==> config.mk <==
export PLATFORM = sky130hd
export DESIGN_NAME = gregorian_date_difference
export DESIGN_NICKNAME = d
export VERILOG_FILES = /design/src/gdd_pkg.sv /design/src/gregorian_date_difference.sv /design/src/gdd_ctrl.sv /design/src/gdd_datapath.sv
export SDC_FILE = /design/constraint.sdc
export NUM_CORES = 1
export LEC_CHECK = 0
export ABC_AREA = 1
export BUFFER_PORTS_ARGS = -buffer_cell sky130_fd_sc_hd__buf_2
export CAP_MARGIN = 0
export CORE_ASPECT_RATIO = 0.5
export CORE_MARGIN = 2
export CORE_UTILIZATION = 25
export CTS_CLUSTER_DIAMETER = 150
export CTS_CLUSTER_SIZE = 28
export DETAILED_ROUTE_END_ITERATION = 8
export PLACE_DENSITY = 0.39
export SLEW_MARGIN = 5
export SYNTH_ARGS = -nofsm -noshare
export SYNTH_HDL_FRONTEND = slang
export SYNTH_HIERARCHICAL = 1
export SYNTH_SLANG_ARGS = --single-unit
==> constraint.sdc <==
create_clock -name i_clk -period 7.82 [get_ports i_clk]
set_clock_uncertainty 0.2 [all_clocks]
set_input_delay 0 -clock i_clk [delete_from_list [all_inputs] [get_ports i_clk]]
set_output_delay 0 -clock i_clk [all_outputs]
set_load 0.01 [all_outputs]
==> src/gdd_pkg.sv <==
// ============================================================================
// gdd_pkg
// Shared widths, constants, command/status types and calendar helpers for
// the Gregorian date difference block.
// ============================================================================
`default_nettype none

package gdd_pkg;

    // Calendar configuration
    localparam int EPOCH_YEAR = 1970;
    localparam int YEAR_BITS  = 12;

    // Field widths
    localparam int MONTH_W = 4;
    localparam int DAY_W   = 5;
    localparam int DIFF_W  = 21;
    localparam int WDAY_W  = 3;

    // Year divided by four, and leap-year counts, fit in this width
    localparam int QUART_W = YEAR_BITS - 2;

    // Day number since the epoch, largest possible year included
    localparam int DAYNUM_W = $clog2((2 ** YEAR_BITS - EPOCH_YEAR) * 366 + 1);
    localparam int MOD_W    = DAYNUM_W + 1;
    localparam int SUB_W    = (DAYNUM_W + 1 > DIFF_W) ? DAYNUM_W + 1 : DIFF_W;

    // Leap years in 1 .. EPOCH_YEAR-1
    localparam int EPOCH_LEAPS = (EPOCH_YEAR - 1) / 4 - (EPOCH_YEAR - 1) / 100
                               + (EPOCH_YEAR - 1) / 400;

    // x / 25 as (x * 5243) >> 17, exact for x below 2^14
    localparam int DIV25_MUL   = 5243;
    localparam int DIV25_SHIFT = 17;
    localparam int DIV25_W     = QUART_W + DIV25_SHIFT;

    localparam int MOD7_GROUPS = (MOD_W + 2) / 3;

    localparam logic [MONTH_W-1:0] MON_JAN = MONTH_W'(1);
    localparam logic [MONTH_W-1:0] MON_FEB = MONTH_W'(2);
    localparam logic [MONTH_W-1:0] MON_APR = MONTH_W'(4);
    localparam logic [MONTH_W-1:0] MON_JUN = MONTH_W'(6);
    localparam logic [MONTH_W-1:0] MON_SEP = MONTH_W'(9);
    localparam logic [MONTH_W-1:0] MON_NOV = MONTH_W'(11);
    localparam logic [MONTH_W-1:0] MON_DEC = MONTH_W'(12);

    // Controller to datapath
    typedef struct packed {
        logic capture;   // latch the input transfer
        logic sel_b;     // work on date B (else A)
        logic do_year;   // year stage: offsets, leap counts
        logic do_days;   // day stage: day number, validity
        logic load_out;  // load the output register
    } t_cmd;

    // Datapath to controller
    typedef struct packed {
        logic out_busy;  // output register full and not being taken
    } t_status;

    function automatic logic [QUART_W-1:0] div25(input logic [QUART_W-1:0] x);
        logic [DIV25_W-1:0] p;
        p = DIV25_W'(x) * DIV25_W'(DIV25_MUL);
        return p[DIV25_SHIFT +: QUART_W];
    endfunction

    // Leap years in 1 .. n
    function automatic logic [QUART_W-1:0] leaps_upto(input logic [YEAR_BITS-1:0] n);
        logic [QUART_W-1:0] q;
        logic [QUART_W-1:0] c;
        q = n[YEAR_BITS-1:2];
        c = div25(q);
        return q - c + (c >> 2);
    endfunction

    // Days before the first of month m in a common year
    function automatic logic [8:0] month_start(input logic [MONTH_W-1:0] m);
        logic [8:0] s;
        case (m)
            4'd2:    s = 9'd31;
            4'd3:    s = 9'd59;
            4'd4:    s = 9'd90;
            4'd5:    s = 9'd120;
            4'd6:    s = 9'd151;
            4'd7:    s = 9'd181;
            4'd8:    s = 9'd212;
            4'd9:    s = 9'd243;
            4'd10:   s = 9'd273;
            4'd11:   s = 9'd304;
            4'd12:   s = 9'd334;
            default: s = 9'd0;
        endcase
        return s;
    endfunction

    function automatic logic [DAY_W-1:0] month_len(input logic [MONTH_W-1:0] m,
                                                   input logic leap);
        logic [DAY_W-1:0] len;
        if (m == MON_FEB) begin
            len = leap ? DAY_W'(29) : DAY_W'(28);
        end else if (m == MON_APR || m == MON_JUN || m == MON_SEP || m == MON_NOV) begin
            len = DAY_W'(30);
        end else begin
            len = DAY_W'(31);
        end
        return len;
    endfunction

    // x mod 7 by folding octal digits (8 == 1 mod 7)
    function automatic logic [WDAY_W-1:0] mod7(input logic [MOD_W-1:0] x);
        logic [3*MOD7_GROUPS-1:0] xp;
        logic [7:0]               s1;
        logic [3:0]               s2;
        logic [3:0]               s3;
        xp = (3 * MOD7_GROUPS)'(x);
        s1 = 8'd0;
        for (int i = 0; i < MOD7_GROUPS; i++) begin
            s1 = s1 + 8'(xp[3*i +: 3]);
        end
        s2 = 4'(s1[7:6]) + 4'(s1[5:3]) + 4'(s1[2:0]);
        s3 = 4'(s2[3]) + 4'(s2[2:0]);
        if (s3 >= 4'd7) begin
            s3 = s3 - 4'd7;
        end
        return s3[WDAY_W-1:0];
    endfunction

endpackage

`default_nettype wire

==> src/gregorian_date_difference.sv <==
// ============================================================================
// gregorian_date_difference
// Signed day count between two Gregorian dates, with validity, leap flag
// and weekday index of the first date.
//
// Takes dates A and B (year, month, day) in one input transfer and returns
// one result transfer: o_day_difference = days(A) - days(B) as a signed
// 21-bit count, o_weekday_a = (days of A since 1970-01-01 + 1) mod 7,
// o_valid_a/o_valid_b, and o_leap_a. A date is valid from 1970 onward with
// month 1..12 and day within the month (leap rule of 4, 100 and 400).
// Results tied to an invalid date read zero: difference when either date is
// invalid, weekday and leap flag when A is invalid. One item is processed at
// a time; from the input transfer, the item runs through the year stage and
// day stage for A, then for B, then result assembly into the output
// register, and no new item is taken before it is done. The result
// sits in an output register, so the next input is accepted while a result
// waits; the block only holds in its last step when a second result is ready
// and the first has not been taken. Latency is set by the one shared
// day-number unit (one 365x multiply per date) and the sequencer around it.
// ============================================================================
`default_nettype none

module gregorian_date_difference (
    input  wire logic                              i_clk,
    input  wire logic                              i_rst_n,
    // input channel
    input  wire logic                              i_in_valid,
    output logic                                   o_in_stall,
    input  wire logic [gdd_pkg::YEAR_BITS-1:0]     i_year_a,
    input  wire logic [gdd_pkg::MONTH_W-1:0]       i_month_a,
    input  wire logic [gdd_pkg::DAY_W-1:0]         i_day_a,
    input  wire logic [gdd_pkg::YEAR_BITS-1:0]     i_year_b,
    input  wire logic [gdd_pkg::MONTH_W-1:0]       i_month_b,
    input  wire logic [gdd_pkg::DAY_W-1:0]         i_day_b,
    // result channel
    output logic                                   o_out_valid,
    input  wire logic                              i_out_stall,
    output logic signed [gdd_pkg::DIFF_W-1:0]      o_day_difference,
    output logic [gdd_pkg::WDAY_W-1:0]             o_weekday_a,
    output logic                                   o_valid_a,
    output logic                                   o_valid_b,
    output logic                                   o_leap_a
);

    gdd_pkg::t_cmd    w_cmd;     // sequencer commands
    gdd_pkg::t_status w_status;  // back-pressure from the output register

    // Sequencer: idle -> year/day for A -> year/day for B -> load result
    gdd_ctrl u_ctrl (
        .i_clk      (i_clk),
        .i_rst_n    (i_rst_n),
        .i_in_valid (i_in_valid),
        .o_in_stall (o_in_stall),
        .i_status   (w_status),
        .o_cmd      (w_cmd)
    );

    // Datapath: capture, day-number unit, output register
    gdd_datapath u_dp (
        .i_clk            (i_clk),
        .i_rst_n          (i_rst_n),
        .i_cmd            (w_cmd),
        .o_status         (w_status),
        .i_year_a         (i_year_a),
        .i_month_a        (i_month_a),
        .i_day_a          (i_day_a),
        .i_year_b         (i_year_b),
        .i_month_b        (i_month_b),
        .i_day_b          (i_day_b),
        .i_out_stall      (i_out_stall),
        .o_out_valid      (o_out_valid),
        .o_day_difference (o_day_difference),
        .o_weekday_a      (o_weekday_a),
        .o_valid_a        (o_valid_a),
        .o_valid_b        (o_valid_b),
        .o_leap_a         (o_leap_a)
    );

endmodule

`default_nettype wire

==> src/gdd_ctrl.sv <==
// ============================================================================
// gdd_ctrl
// Sequencer: captures a transfer, runs year and day stages for A then B,
// then hands the result to the output register.
// ============================================================================
`default_nettype none

module gdd_ctrl (
    input  wire logic            i_clk,
    input  wire logic            i_rst_n,
    input  wire logic            i_in_valid,
    output logic                 o_in_stall,
    input  wire gdd_pkg::t_status i_status,
    output gdd_pkg::t_cmd        o_cmd
);

    typedef enum logic [5:0] {
        ST_IDLE   = 6'b000001,
        ST_YEAR_A = 6'b000010,
        ST_DAYS_A = 6'b000100,
        ST_YEAR_B = 6'b001000,
        ST_DAYS_B = 6'b010000,
        ST_FINISH = 6'b100000
    } t_state;

    t_state r_state;
    t_state n_state;

    always_ff @(posedge i_clk) begin
        if (!i_rst_n) begin
            r_state <= ST_IDLE;
        end else begin
            r_state <= n_state;
        end
    end

    always_comb begin
        n_state = r_state;
        o_cmd   = '0;
        case (r_state)
            ST_IDLE: begin
                if (i_in_valid) begin
                    o_cmd.capture = 1'b1;
                    n_state       = ST_YEAR_A;
                end
            end
            ST_YEAR_A: begin
                o_cmd.do_year = 1'b1;
                n_state       = ST_DAYS_A;
            end
            ST_DAYS_A: begin
                o_cmd.do_days = 1'b1;
                n_state       = ST_YEAR_B;
            end
            ST_YEAR_B: begin
                o_cmd.sel_b   = 1'b1;
                o_cmd.do_year = 1'b1;
                n_state       = ST_DAYS_B;
            end
            ST_DAYS_B: begin
                o_cmd.sel_b   = 1'b1;
                o_cmd.do_days = 1'b1;
                n_state       = ST_FINISH;
            end
            ST_FINISH: begin
                if (!i_status.out_busy) begin
                    o_cmd.load_out = 1'b1;
                    n_state        = ST_IDLE;
                end
            end
            default: begin
                n_state = ST_IDLE;
            end
        endcase
    end

    assign o_in_stall = (r_state != ST_IDLE);

endmodule

`default_nettype wire

==> src/gdd_datapath.sv <==
// ============================================================================
// gdd_datapath
// Input capture, shared day-number unit (year stage, day stage), result
// assembly and the output register.
// ============================================================================
`default_nettype none

module gdd_datapath (
    input  wire logic                              i_clk,
    input  wire logic                              i_rst_n,
    input  wire gdd_pkg::t_cmd                     i_cmd,
    output gdd_pkg::t_status                       o_status,
    input  wire logic [gdd_pkg::YEAR_BITS-1:0]     i_year_a,
    input  wire logic [gdd_pkg::MONTH_W-1:0]       i_month_a,
    input  wire logic [gdd_pkg::DAY_W-1:0]         i_day_a,
    input  wire logic [gdd_pkg::YEAR_BITS-1:0]     i_year_b,
    input  wire logic [gdd_pkg::MONTH_W-1:0]       i_month_b,
    input  wire logic [gdd_pkg::DAY_W-1:0]         i_day_b,
    input  wire logic                              i_out_stall,
    output logic                                   o_out_valid,
    output logic signed [gdd_pkg::DIFF_W-1:0]      o_day_difference,
    output logic [gdd_pkg::WDAY_W-1:0]             o_weekday_a,
    output logic                                   o_valid_a,
    output logic                                   o_valid_b,
    output logic                                   o_leap_a
);

    localparam int YB = gdd_pkg::YEAR_BITS;
    localparam int QW = gdd_pkg::QUART_W;
    localparam int DW = gdd_pkg::DAYNUM_W;

    // captured transfer
    logic [YB-1:0]                r_ya, r_yb;
    logic [gdd_pkg::MONTH_W-1:0]  r_ma, r_mb;
    logic [gdd_pkg::DAY_W-1:0]    r_da, r_db;

    // year stage
    logic [YB-1:0]                r_yoff;
    logic [QW-1:0]                r_leaps;
    logic                         r_leap;
    logic                         r_ge_epoch;

    // per-date results
    logic [DW-1:0]                r_na, r_nb;
    logic                         r_va, r_vb, r_leap_a;

    // output register
    logic                         r_out_valid;
    logic signed [gdd_pkg::DIFF_W-1:0] r_diff;
    logic [gdd_pkg::WDAY_W-1:0]   r_wday;
    logic                         r_ova, r_ovb, r_oleap;

    logic [YB-1:0]                w_y;
    logic [gdd_pkg::MONTH_W-1:0]  w_m;
    logic [gdd_pkg::DAY_W-1:0]    w_d;
    logic [QW-1:0]                w_q;
    logic [QW-1:0]                w_cq;
    logic [QW+4:0]                w_q25;
    logic                         w_leap;
    logic [YB+8:0]                w_yprod;
    logic [DW-1:0]                w_dn;
    logic                         w_ok;
    logic [gdd_pkg::SUB_W-1:0]    w_sub;

    assign w_y = i_cmd.sel_b ? r_yb : r_ya;
    assign w_m = i_cmd.sel_b ? r_mb : r_ma;
    assign w_d = i_cmd.sel_b ? r_db : r_da;

    // leap: divisible by 4, and not by 100 unless by 400
    assign w_q    = w_y[YB-1:2];
    assign w_cq   = gdd_pkg::div25(w_q);
    assign w_q25  = (QW+5)'(w_cq) * (QW+5)'(25);
    assign w_leap = (w_y[1:0] == 2'b00) && ((w_q25 != (QW+5)'(w_q)) || (w_cq[1:0] == 2'b00));

    assign w_yprod = (YB+9)'(r_yoff) * (YB+9)'(365);

    assign w_ok = r_ge_epoch
               && (w_m >= gdd_pkg::MON_JAN) && (w_m <= gdd_pkg::MON_DEC)
               && (w_d != '0) && (w_d <= gdd_pkg::month_len(w_m, r_leap));

    assign w_dn = DW'(w_yprod) + DW'(r_leaps) - DW'(gdd_pkg::EPOCH_LEAPS)
                + DW'(gdd_pkg::month_start(w_m))
                + DW'((w_m > gdd_pkg::MON_FEB) && r_leap)
                + DW'(w_d) - DW'(1);

    assign w_sub = gdd_pkg::SUB_W'(r_na) - gdd_pkg::SUB_W'(r_nb);

    always_ff @(posedge i_clk) begin
        if (i_cmd.capture) begin
            r_ya <= i_year_a;
            r_ma <= i_month_a;
            r_da <= i_day_a;
            r_yb <= i_year_b;
            r_mb <= i_month_b;
            r_db <= i_day_b;
        end
        if (i_cmd.do_year) begin
            r_yoff     <= w_y - YB'(gdd_pkg::EPOCH_YEAR);
            r_leaps    <= gdd_pkg::leaps_upto(w_y - YB'(1));
            r_leap     <= w_leap;
            r_ge_epoch <= (w_y >= YB'(gdd_pkg::EPOCH_YEAR));
        end
        if (i_cmd.do_days) begin
            if (i_cmd.sel_b) begin
                r_nb <= w_dn;
                r_vb <= w_ok;
            end else begin
                r_na     <= w_dn;
                r_va     <= w_ok;
                r_leap_a <= r_leap;
            end
        end
        if (i_cmd.load_out) begin
            r_ova   <= r_va;
            r_ovb   <= r_vb;
            r_oleap <= r_va && r_leap_a;
            r_wday  <= r_va ? gdd_pkg::mod7(gdd_pkg::MOD_W'(r_na) + gdd_pkg::MOD_W'(1)) : '0;
            r_diff  <= (r_va && r_vb) ? signed'(w_sub[gdd_pkg::DIFF_W-1:0]) : '0;
        end
    end

    always_ff @(posedge i_clk) begin
        if (!i_rst_n) begin
            r_out_valid <= 1'b0;
        end else if (i_cmd.load_out) begin
            r_out_valid <= 1'b1;
        end else if (!i_out_stall) begin
            r_out_valid <= 1'b0;
        end
    end

    assign o_status.out_busy = r_out_valid && i_out_stall;

    assign o_out_valid      = r_out_valid;
    assign o_day_difference = r_diff;
    assign o_weekday_a      = r_wday;
    assign o_valid_a        = r_ova;
    assign o_valid_b        = r_ovb;
    assign o_leap_a         = r_oleap;

endmodule

`default_nettype wire

* After elaboration in Yosys (flattened, before gate mapping) *
Memory sizes are Yosys's and may differ from the RTL's.
Cells that the tools add are included.

storage, ports and cells
  flip-flop bits (word level) = 143
  input port bits = 46
  bits in read-only memories = 144
  word-level logic and storage cells = 113
  memories = 1
  output and inout bits = 29

operators by class
  magnitude comparators = 6
  reductions and logical operators = 22
  equality and inequality tests = 16
  $add $sub $neg = 22
  mux-type cells = 19
  bitwise logic cells = 1
  multipliers = 4

memories
  memory            depth  width  read ports  clocked after Yosys merged registers in  write ports  RTL line       text
  (name not given)  16     9      1           0                                        0            gdd_pkg.sv:79  case (m)

operator list
  kind                    number
  $mul 10x13->23 const B  2
  $add 8x3->8             5
  $pmux 6 s6              1
  $add 20x1->21 const B   1
  $sub 20x20->21          1
  $add 20x1->20           1
  $add 20x10->20          1
  $add 20x5->20           1
  $add 20x9->20           1
  $mul 12x9->20 const B   1
  $sub 20x1->20 const B   1
  $sub 20x9->20 const B   1
  $ne 15x10->1            1
  $ge 12x11->1 const B    1
  $mux 12                 1
  $mux 6                  2
  $sub 12x1->12 const B   1
  $sub 12x11->12 const B  1
  $mul 6x5->11 const B    1
  $mux 1                  11
  $add 10x4->10           1
  $mux 5                  2
  $sub 10x6->10           1
  $logic_and 1x1->1       9
  30 further kinds        41

* Longest topological paths before layout *
Gate-level depths: netlist of run 1.

  depth after elaboration = 12
  depth in mapped cells = 50
  depth with buffers taken out = 49

* Cells and area by module *
The synthesis of run 1 kept the hierarchy.

by module, submodules not included
  module        instances  cells each  area an instance (µm²)
  gdd_datapath  1          1834        16937.5
  gdd_ctrl      1          54          346.6

* Worst setup path before layout of run 1 *
OpenSTA, ideal clock, no wires.

  path kind = reg2reg
  start = register u_ctrl.r_state[3]
  end = register u_dp.r_leaps[8], data pin
  setup slack = -701 ps
  library setup time = 259 ps
  data required time = 7361 ps
  arrival time = 8062 ps
  buffers on the path = 2
  stages on the path, launching flop included = 48
  cell sequence = dfxtp_1 > inv_1 > nand2_2 > nor2_4 > nand2_2 > nand2_1 > buf_6 > inv_6 > buf_6 > or2_2 > o21ai_2 > ha_1 > inv_1 > nor2_2 > nand3_1 > nand2_1 > nand2_1 > xor2_1 > [12 not listed] > nand2_1 > a31oi_1 > o21ai_0 > a221oi_1 > nand2_1 > nand2_1 > nand2_1 > fa_1 > inv_1 > ha_1 > nand2_1 > o21ai_0 > a21o_1 > a21oi_1 > nor2_1 > o21ai_1 > nand2_1 > xnor2_1

RTL lines
  item                      RTL line            text
  start: declaration        gdd_ctrl.sv:26      t_state r_state;
  start signal: assignment  gdd_ctrl.sv:33      r_state <= n_state;
  end signal: assignment    gdd_datapath.sv:99  r_leaps <= gdd_pkg::leaps_upto(w_y - YB'(1));
  end: declaration          gdd_datapath.sv:39  logic [QW-1:0] r_leaps;

==> run metrics, run 1 <==
Critical path origin=u_ctrl/r_state[2]; gpl congestion=0.819; Synth top cells by count=inv_1 (430), ha_1 (308), nand2_1 (268); vias in the first global route=13800; Die Width=376 um; r2r setup slk=-0.11 ns; I/O pin count=75; Synth Flop Type=edfxtp_1; number of vias per cell=4.12; hold path start=i_day_b[4]; endpoints failing hold=0; P&R area growth vs syn=30.1%; Worst Path Required=7.81 ns; fin crit share=101%; largest area contributor in the netlist=edfxtp_1; first-pass GRT wire length=72800 um; violated checks=negative setup slack; post-DP HPWL=37600 um; Post-synth EDFFs=136; CP Capture Type=register; largest net degree at the start of global routing=43; Worst setup SP type=register; htree depth=4; layout cells sized above 1=24.6%; Starting Density=25.2%; top post-synthesis cells by area=edfxtp_1 (24%), ha_1 (22%), fa_1 (18%), inv_1 (9.3%), nand2_1 (5.8%); DR DRC count=0; nets=2741; syn nets=2395; worst path arrival time=7.93 ns; vias=13000; sequential fraction of the synthesis area=24.4%; Cell variety after synth=56; total core area=68700 um^2; CTS sink count=143; WL/cell=14.0 um; most numerous cell in the Yosys netlist=inv_1; ys async rst share=0%; top-area cell type share of the netlist area=23.6%; cts bufs inserted=17; RSZ-0062 raised after global routing=yes; number of DRC markers in iteration 0=491; final setup fails=2; Syn Inst Count=1888; PortBufs=74; syn avg cell area=9.15 um^2; fin worst setup slack=-0.112 ns; Die ar.=71400 um^2; ANT cells=0; Slew Limit Fails=0; DRT antenna net count=0; min-delay worst type=in -> reg; max cap viols=0; Cell Rows=68; peak supply drop=0.350 mV; Hold Slack=0.0687 ns; clk root buf=clkbuf_16; worst r2r src=u_ctrl/r_state[2]; CP max-delay cell=fa_1; YS warnings=6; initial antenna violation count=0; post-layout util=32.8%; TritonCTS clock tree=built; Seq cells post-synth=143; Syn Std Cell Area=17300 um^2; crit-path max cell delay=0.54 ns; Setup CP Type=reg -> reg; WL final=44100 um; Pwr per Cell Area=463 nW/um^2; First-pass DRT Iterations=4; Fmax=126 MHz; global route overflow=0; status=finished, violations left; clock buffer depth=2; minimum clock period after layout=7.93 ns; CP most frequent cell=nand2_2; Crit Path Max Fanout=6; actual slew at the worst max-slew pin=0.866 ns; Clk pin slew, worst setup/hold paths=0.07 ns; GR Util All Layers=12.8%; leakage power=10.8 nW; Worst slew margin=42.2%; chip height=190 um; clk_lat worst skew=0.44 ns
where the power goes:
group          switching, mW  internal, mW
registers             0.0200          1.10
clock network          0.339         0.473
logic                   4.41          4.07
total                   4.77          5.64
critical path: cells and delay by family (launching register included):
kind,cells,cell delay (ns)
compound gates,7,0.90
simple gates,16,1.28
fa+ha+maj,10,3.66
xor+xnor,3,0.52
buf+inv,10,0.80
flops,1,0.33
registers in the layout (all words and copies together) (netlist names), 3 cells and up:
name                   flops
u_dp/r_mb                  4
u_ctrl/r_state             6
u_dp/r_yoff               12
u_dp/r_db                  5
u_dp/r_na                 20
u_dp/r_ma                  4
u_dp/o_day_difference     21
u_dp/r_leaps              10
u_dp/r_nb                 20
u_dp/r_ya                 12
u_dp/r_da                  5
u_dp/o_weekday_a           3
u_dp/r_yb                 12
path summary, 6_finish.rpt:
path / endpoint / cells past startpoint
setup / recovery: u_dp/r_leaps[8] / 46
hold / removal: u_dp/r_db[4] / 2
setup reg to reg: u_dp/r_leaps[8] / 46
hold reg to reg: u_dp/o_valid_b / 0
layout by cell type (no fill, tap or decap), types with 8 or more instances in the layout:
cell and count:
ha_4 44, nor3_1 11, clkbuf_16 17, o21ai_0 54
nand3_1 56, nand2_2 46, inv_1 403, edfxtp_1 136
buf_4 206, inv_2 31, nand3_2 8, buf_2 74
dlygate4sd3_1 47, nand4_1 23, nor2_2 12, a21oi_2 13
nor2_1 86, o21bai_1 9, xor2_1 41, nand2_4 9
fa_1 146, xnor2_1 27, a21o_1 8, nand2_1 235
a21oi_1 92, ha_1 262
layout make-up:
cell class | count | area [um^2]
clock buffer | 18 | 429
clock inverter | 14 | 154
fill | 7163 | 46200
inverter | 440 | 1670
multi-input combinational | 1299 | 12400
sequential | 143 | 4230
tap | 910 | 1140
timing repair buffer | 333 | 2480
stage by stage:
step	total power, mW	setup TNS (ns)	worst slack (ns)	instance area, um^2	cells
floorplan	5.74	-0.0105	-0.00638	17500	1888
global placement	8.20	-1.94	-0.442	20400	3053
detailed placement	8.16	-2.35	-0.457	20400	3053
CTS	9.84	-0.233	-0.0731	22000	3147
global route	11.6	-2.99	-0.598	22500	3157
finish	10.4	-0.163	-0.112	22500	3157
repair_timing:
item / CTS / global route
cloned: 0 / 0
endpoints found under the hold margin: 49 / 0
hold buffers: 47 / 0
gates resized for setup: 93 / 74
setup endpoints to repair: 9 / 10
pin swaps: 44 / 60
buffers inserted: 15 / 10
logic make-up (layout without fill, tap and decap cells):
logic type      after synthesis  in the layout  share of synthesized area [%]
xor+xnor                     77             77                           4.12
simple gates                529            529                           13.9
mux                           2              2                          0.116
buf+inv                     446            805                           9.85
fa+ha+maj                   461            461                           40.0
flops                       143            143                           24.4
compound gates              230            230                           7.58
per-layer routing:
layer	track usage [%]	wire, um
met4	2.43	370
met1	17.3	21900
met2	22.6	21200
met5	0	0
met3	1.13	641
(Power assumes the default switching activity.)
==> run 2, diff against run 1 <==
--- a/config.mk
+++ b/config.mk
@@ -8,13 +8,15 @@
 export ABC_AREA = 1
 export BUFFER_PORTS_ARGS = -buffer_cell sky130_fd_sc_hd__buf_2
 export CAP_MARGIN = 0
+export CELL_PAD_IN_SITES_DETAIL_PLACEMENT = 0
+export CELL_PAD_IN_SITES_GLOBAL_PLACEMENT = 1
 export CORE_ASPECT_RATIO = 0.5
 export CORE_MARGIN = 2
 export CORE_UTILIZATION = 25
 export CTS_CLUSTER_DIAMETER = 150
 export CTS_CLUSTER_SIZE = 28
 export DETAILED_ROUTE_END_ITERATION = 8
-export PLACE_DENSITY = 0.39
+export PLACE_DENSITY = 0.48
 export SLEW_MARGIN = 5
 export SYNTH_ARGS = -nofsm -noshare
 export SYNTH_HDL_FRONTEND = slang
==> run metrics, run 2 (same netlist as run 1, synthesis figures left out) <==
Crit Path Max Fanout=5 (-1); Worst R2R End=u_dp/r_leaps[8]; status=finished, violations left; vias in the first global route=14100 (+1.6%); pre-CTS setup slack=-0.502 ns (-0.0457 ns); Worst Path Required=7.81 ns (about the same); global route overflow=0 (unchanged); worst r2r src=u_ctrl/r_state[0]; first-pass GRT wire length=76400 um (+5.0%); WL final=46900 um (+6.5%); nets=2805 (+2.3%); RSZ-0062 raised after global routing=yes; Worst setup SP type=register; Slew Limit Fails=0 (unchanged); actual slew at the worst max-slew pin=0.867 ns (+0.000843 ns); setup TNS=-0.677 ns (-0.514 ns); min-delay worst type=in -> reg; FILL cells=7164 (+0.014%); cts bufs inserted=17 (unchanged); peak supply drop=0.367 mV (+5.0%); most common cell after layout, fill and taps aside=inv_1; worst path arrival time=7.98 ns (+0.05 ns); number of vias per cell=4.15 (+0.53%); Clk pin slew, worst setup/hold paths=0.07 ns (about the same); CP Capture Type=register; reg2reg path depth=44 (-4.3%); Hold Slack=0.0560 ns (-0.0126 ns); Cell Rows=68 (unchanged); total core area=68700 um^2 (unchanged); post-DP HPWL=38900 um (+3.3%); Hold Crit Depth=2 (unchanged); number of DRC markers in iteration 0=505 (+2.9%); fin worst setup slack=-0.164 ns (-0.0527 ns); DRT antenna net count=0 (unchanged); Met2 Wirelength=22400 um (+5.5%); Setup CP Type=reg -> reg; fin crit share=102% (+0.67 points); Area after DPL=20400 um^2 (-0.12%); violated checks=negative setup slack; placed cells=3053 (unchanged); vias=13400 (+2.6%); First-pass DRT Iterations=5 (+1); DR DRC count=0 (unchanged); max reg flops=21 (unchanged); Pwr per Cell Area=457 nW/um^2 (-1.3%); clk_lat worst skew=0.45 ns (about the same); GR Util All Layers=13.6% (+0.75 points); clk root buf=clkbuf_16; Hold EP=u_dp/r_db[2]; htree depth=4 (unchanged); I/O pin count=75 (unchanged); PortBufs=74 (unchanged); clock buffer depth=2 (unchanged); largest net degree at the start of global routing=43 (unchanged); WL met3=621 um (-3.1%); Starting Density=25.2% (unchanged); layout cells sized above 1=26.0% (+1.4 points); Die Width=376 um (unchanged); minimum clock period after layout=7.98 ns (+0.0527 ns); r2r setup slk=-0.16 ns (-0.05 ns); Fmax=125 MHz (-0.66%); ANT cells=0 (unchanged); gpl congestion=0.781 (-4.7%); chip height=190 um (unchanged); CP max-delay cell=fa_2; post-layout util=33.5% (+0.75 points); endpoints failing hold=0 (unchanged); Worst Path Buf+Inv=11 (+1); CTS sink count=143 (unchanged); final setup fails=6 (+4); most frequent cells in the layout=inv_1 (410), ha_1 (266), buf_4 (263); P&R area growth vs syn=33.1%; Worst slew margin=41.6% (-0.60 points); leakage power=11.1 nW (+3.1%); max cap viols=0 (unchanged); post-route insts no fill=3221 (+2.0%); initial antenna violation count=0 (unchanged); crit-path max cell delay=0.60 ns (+0.06 ns); post-route design area=23000 um^2 (+2.3%); TritonCTS clock tree=built; Top Layer Used=met4; wire length on met1=23300 um (+6.4%); hold path start=i_day_b[2]; Worst path top cell family by delay=adder cells; Final Power=10.5 mW (+0.96%); Die ar.=71400 um^2 (unchanged); WL/cell=14.6 um (+4.4%)
[run 2: final cells by class]
type	count	area [um^2]	share of cell area, %
timing repair inverter	2	15.0	0.0653
tap	910	1140	4.95
clock buffer	18	429	1.87
clock inverter	14	206	0.898
multi-input combinational	1300	12400	53.7
inverter	440	1670	7.25
timing repair buffer	394	2960	12.9
sequential	143	4230	18.4
[run 2: worst max path at each step]
stage	start	endpoint	cells after the start
after floorplan	u_ctrl/r_state[1]	u_dp/r_leaps[9]	50
after global placement	u_ctrl/r_state[4]	u_dp/r_leap	39
after detailed placement	u_ctrl/r_state[1]	u_dp/r_leaps[9]	50
after CTS	u_ctrl/r_state[3]	u_dp/r_leap	46
after global routing	u_ctrl/r_state[0]	u_dp/r_leap	44
final	u_ctrl/r_state[0]	u_dp/r_leaps[8]	44
[run 2: worst reg2reg max path, delay by kind of cell, from the launching register on]
family	cells	cell delay, ns
flops	1	0.33
fa+ha+maj	9	3.67
compound gates	8	0.86
xor+xnor	2	0.28
simple gates	14	1.41
buf+inv	11	0.95
[run 2: what timing repair did]
item                       in CTS  in global routing
buffers inserted               70                 19
cloned                          0                  3
resized for setup              98                 62
setup endpoints to repair       9                 53
pin swaps                      61                 46
hold buffers                   47                  0
hold endpoints to repair       49                  0
[run 2: layer usage]
| layer | vias up | global-route usage, % |
|---|---|---|
| li1 | 6926 | - |
| met2 | 86 | 23.4 |
| met1 | 6310 | 18.5 |
| met3 | 35 | 1.46 |
| met5 | - | 0 |
| met4 | 0 | 2.86 |
[run 2: report_power, final]
part	leakage, nW	switching, mW	total (mW)	internal, mW
clock network	0.307	0.344	0.885	0.541
logic	9.49	4.45	8.51	4.06
registers	1.31	0.0204	1.12	1.10
total	11.1	4.82	10.5	5.70
==> run 3, diff against run 2 <==
--- a/config.mk
+++ b/config.mk
@@ -12,11 +12,11 @@
 export CELL_PAD_IN_SITES_GLOBAL_PLACEMENT = 1
 export CORE_ASPECT_RATIO = 0.5
 export CORE_MARGIN = 2
-export CORE_UTILIZATION = 25
+export CORE_UTILIZATION = 35
 export CTS_CLUSTER_DIAMETER = 150
 export CTS_CLUSTER_SIZE = 28
 export DETAILED_ROUTE_END_ITERATION = 8
-export PLACE_DENSITY = 0.48
+export PLACE_DENSITY = 0.63
 export SLEW_MARGIN = 5
 export SYNTH_ARGS = -nofsm -noshare
 export SYNTH_HDL_FRONTEND = slang
==> run metrics, run 3 (same netlist as run 1, synthesis figures left out) <==
status=finished, violations left; violated checks=negative setup slack; peak supply drop=0.335 mV (-8.8%); GR Util All Layers=16.7% (+3.1 points); post-DP HPWL=34900 um (-10%); post-layout util=44.9% (+11 points); leakage power=10.7 nW (-3.7%); vias in the first global route=13700 (-2.4%); most common cell after layout, fill and taps aside=inv_1; CTS sink count=143 (unchanged); Die ar.=51300 um^2 (-28%); GR peak layer=met2; Slew Limit Fails=0 (unchanged); FILL cells=4742 (-34%); minimum clock period after layout=7.94 ns (-0.0431 ns); post-route insts no fill=2868 (-11%); clk_lat worst skew=0.43 ns (-0.02 ns); PortBufs=74 (unchanged); TritonCTS clock tree=built; clk root buf=clkbuf_16; CP max-delay cell=fa_1; post-route design area=21900 um^2 (-5.0%); First-pass DRT Iterations=5 (unchanged); Die Width=318 um (-15%); worst path arrival time=7.93 ns (-0.05 ns); DRT antenna net count=0 (unchanged); clock buffer depth=2 (unchanged); Starting Density=35.5% (+10 points); RSZ-0062 raised after global routing=yes; largest net degree at the start of global routing=43 (unchanged); crit-path max cell delay=0.54 ns (-0.06 ns); initial antenna violation count=0 (unchanged); first-pass GRT wire length=69600 um (-8.9%); Worst path top cell family by delay=adder cells; WL final=41100 um (-12%); Setup CP Type=reg -> reg; I/O pin count=75 (unchanged); Fmax=126 MHz (+0.54%); CP Capture Type=register; nets=2713 (-3.3%); most frequent cells in the layout=inv_1 (410), ha_1 (272), nand2_1 (250); chip height=161 um (-15%); layout cells sized above 1=22.1% (-3.9 points); Pwr per Cell Area=469 nW/um^2 (+2.6%); total core area=48600 um^2 (-29%); placed cells=2770 (-9.3%); Clk pin slew, worst setup/hold paths=0.07 ns (about the same); endpoints failing hold=0 (unchanged); GR Util met2=29.2% (+5.8 points); gpl congestion=0.849 (+8.7%); Worst Path Required=7.81 ns (about the same); Crit Path Max Fanout=7 (+2); number of DRC markers in iteration 0=557 (+10%); global route overflow=0 (unchanged); Area after DPL=19900 um^2 (-2.3%); number of vias per cell=4.52 (+9.0%); min-delay worst type=in -> reg; max cap viols=0 (unchanged); P&R area growth vs syn=26.5%; GRT met3 Usage=1.49% (+0.037 points); final setup fails=4 (-2); cts bufs inserted=17 (unchanged); fin worst setup slack=-0.121 ns (+0.0431 ns); ANT cells=0 (unchanged); Worst setup SP type=register; WL/cell=14.3 um (-1.6%); actual slew at the worst max-slew pin=1.18 ns (+0.317 ns); vias=13000 (-2.9%); htree depth=4 (unchanged); Worst slew margin=20.8% (-21 points); Cell Rows=57 (-16%); fin crit share=102% (-0.55 points); met1 Use GR=23.0% (+4.6 points); max reg flops=21 (unchanged); Worst Path Buf+Inv=10 (-1); DR DRC count=0 (unchanged)
==> run 3: cell types whose count changed in the layout (fill, tap and decap cells not counted), sizes merged <==
cell	change
nor2	-1
clkbuf	-1
buf	-89
bufinv	-1
clkinvlp	-3
inv	+3
==> run 3: area by class of cell <==
class	instances	area [um^2]	share of cell area [%]
multi-input combinational	1299	12300	56.1
sequential	143	4230	19.3
timing repair buffer	305	2280	10.4
inverter	440	1670	7.62
tap	649	812	3.71
clock buffer	17	425	1.95
clock inverter	15	195	0.893
==> run 3: metal layers <==
metal	up-vias	wire, um
met5	-	0
met4	0	308
met3	20	617
met2	105	19600
met1	6120	20700
li1	6723	-
==> run 3: through the flow <==
step	power (mW)	setup TNS, ns	hold WS [ns]	worst slack (ns)
final	10.3	-0.271	0.0776	-0.121
after global placement	8.01	-1.45	-0.0222	-0.391
after detailed placement	8.01	-1.91	-0.0217	-0.388
after floorplan	5.74	-0.0105	-0.101	-0.00638
after global routing	11.5	-3.03	0.0649	-0.607
after CTS	9.31	-0.596	0.0457	-0.168
==> run 3: where the power goes <==
part / internal (mW) / switching (mW)
registers: 1.10 / 0.0193
clock network: 0.512 / 0.348
logic: 3.93 / 4.35
total: 5.54 / 4.72
==> run 3: final timing paths <==
check	cells after the start	slack (ns)	startpoint	end
worst max-delay path	44	-0.12	u_ctrl/r_state[0]	u_dp/r_leap
worst min-delay path	2	0.08	i_month_b[0]	u_dp/r_mb[0]
worst max register to register	44	-0.12	u_ctrl/r_state[0]	u_dp/r_leap
worst min register to register	0	0.26	u_dp/r_vb	u_dp/o_valid_b
==> run 3: timing repair <==
| item | in CTS | in global routing |
|---|---|---|
| resized for setup | 56 | 82 |
| endpoints found under the setup margin | 8 | 10 |
| buffers inserted | 6 | 14 |
| pin swaps | 24 | 38 |
| hold buffers | 47 | 0 |
| hold endpoints to repair | 49 | 0 |
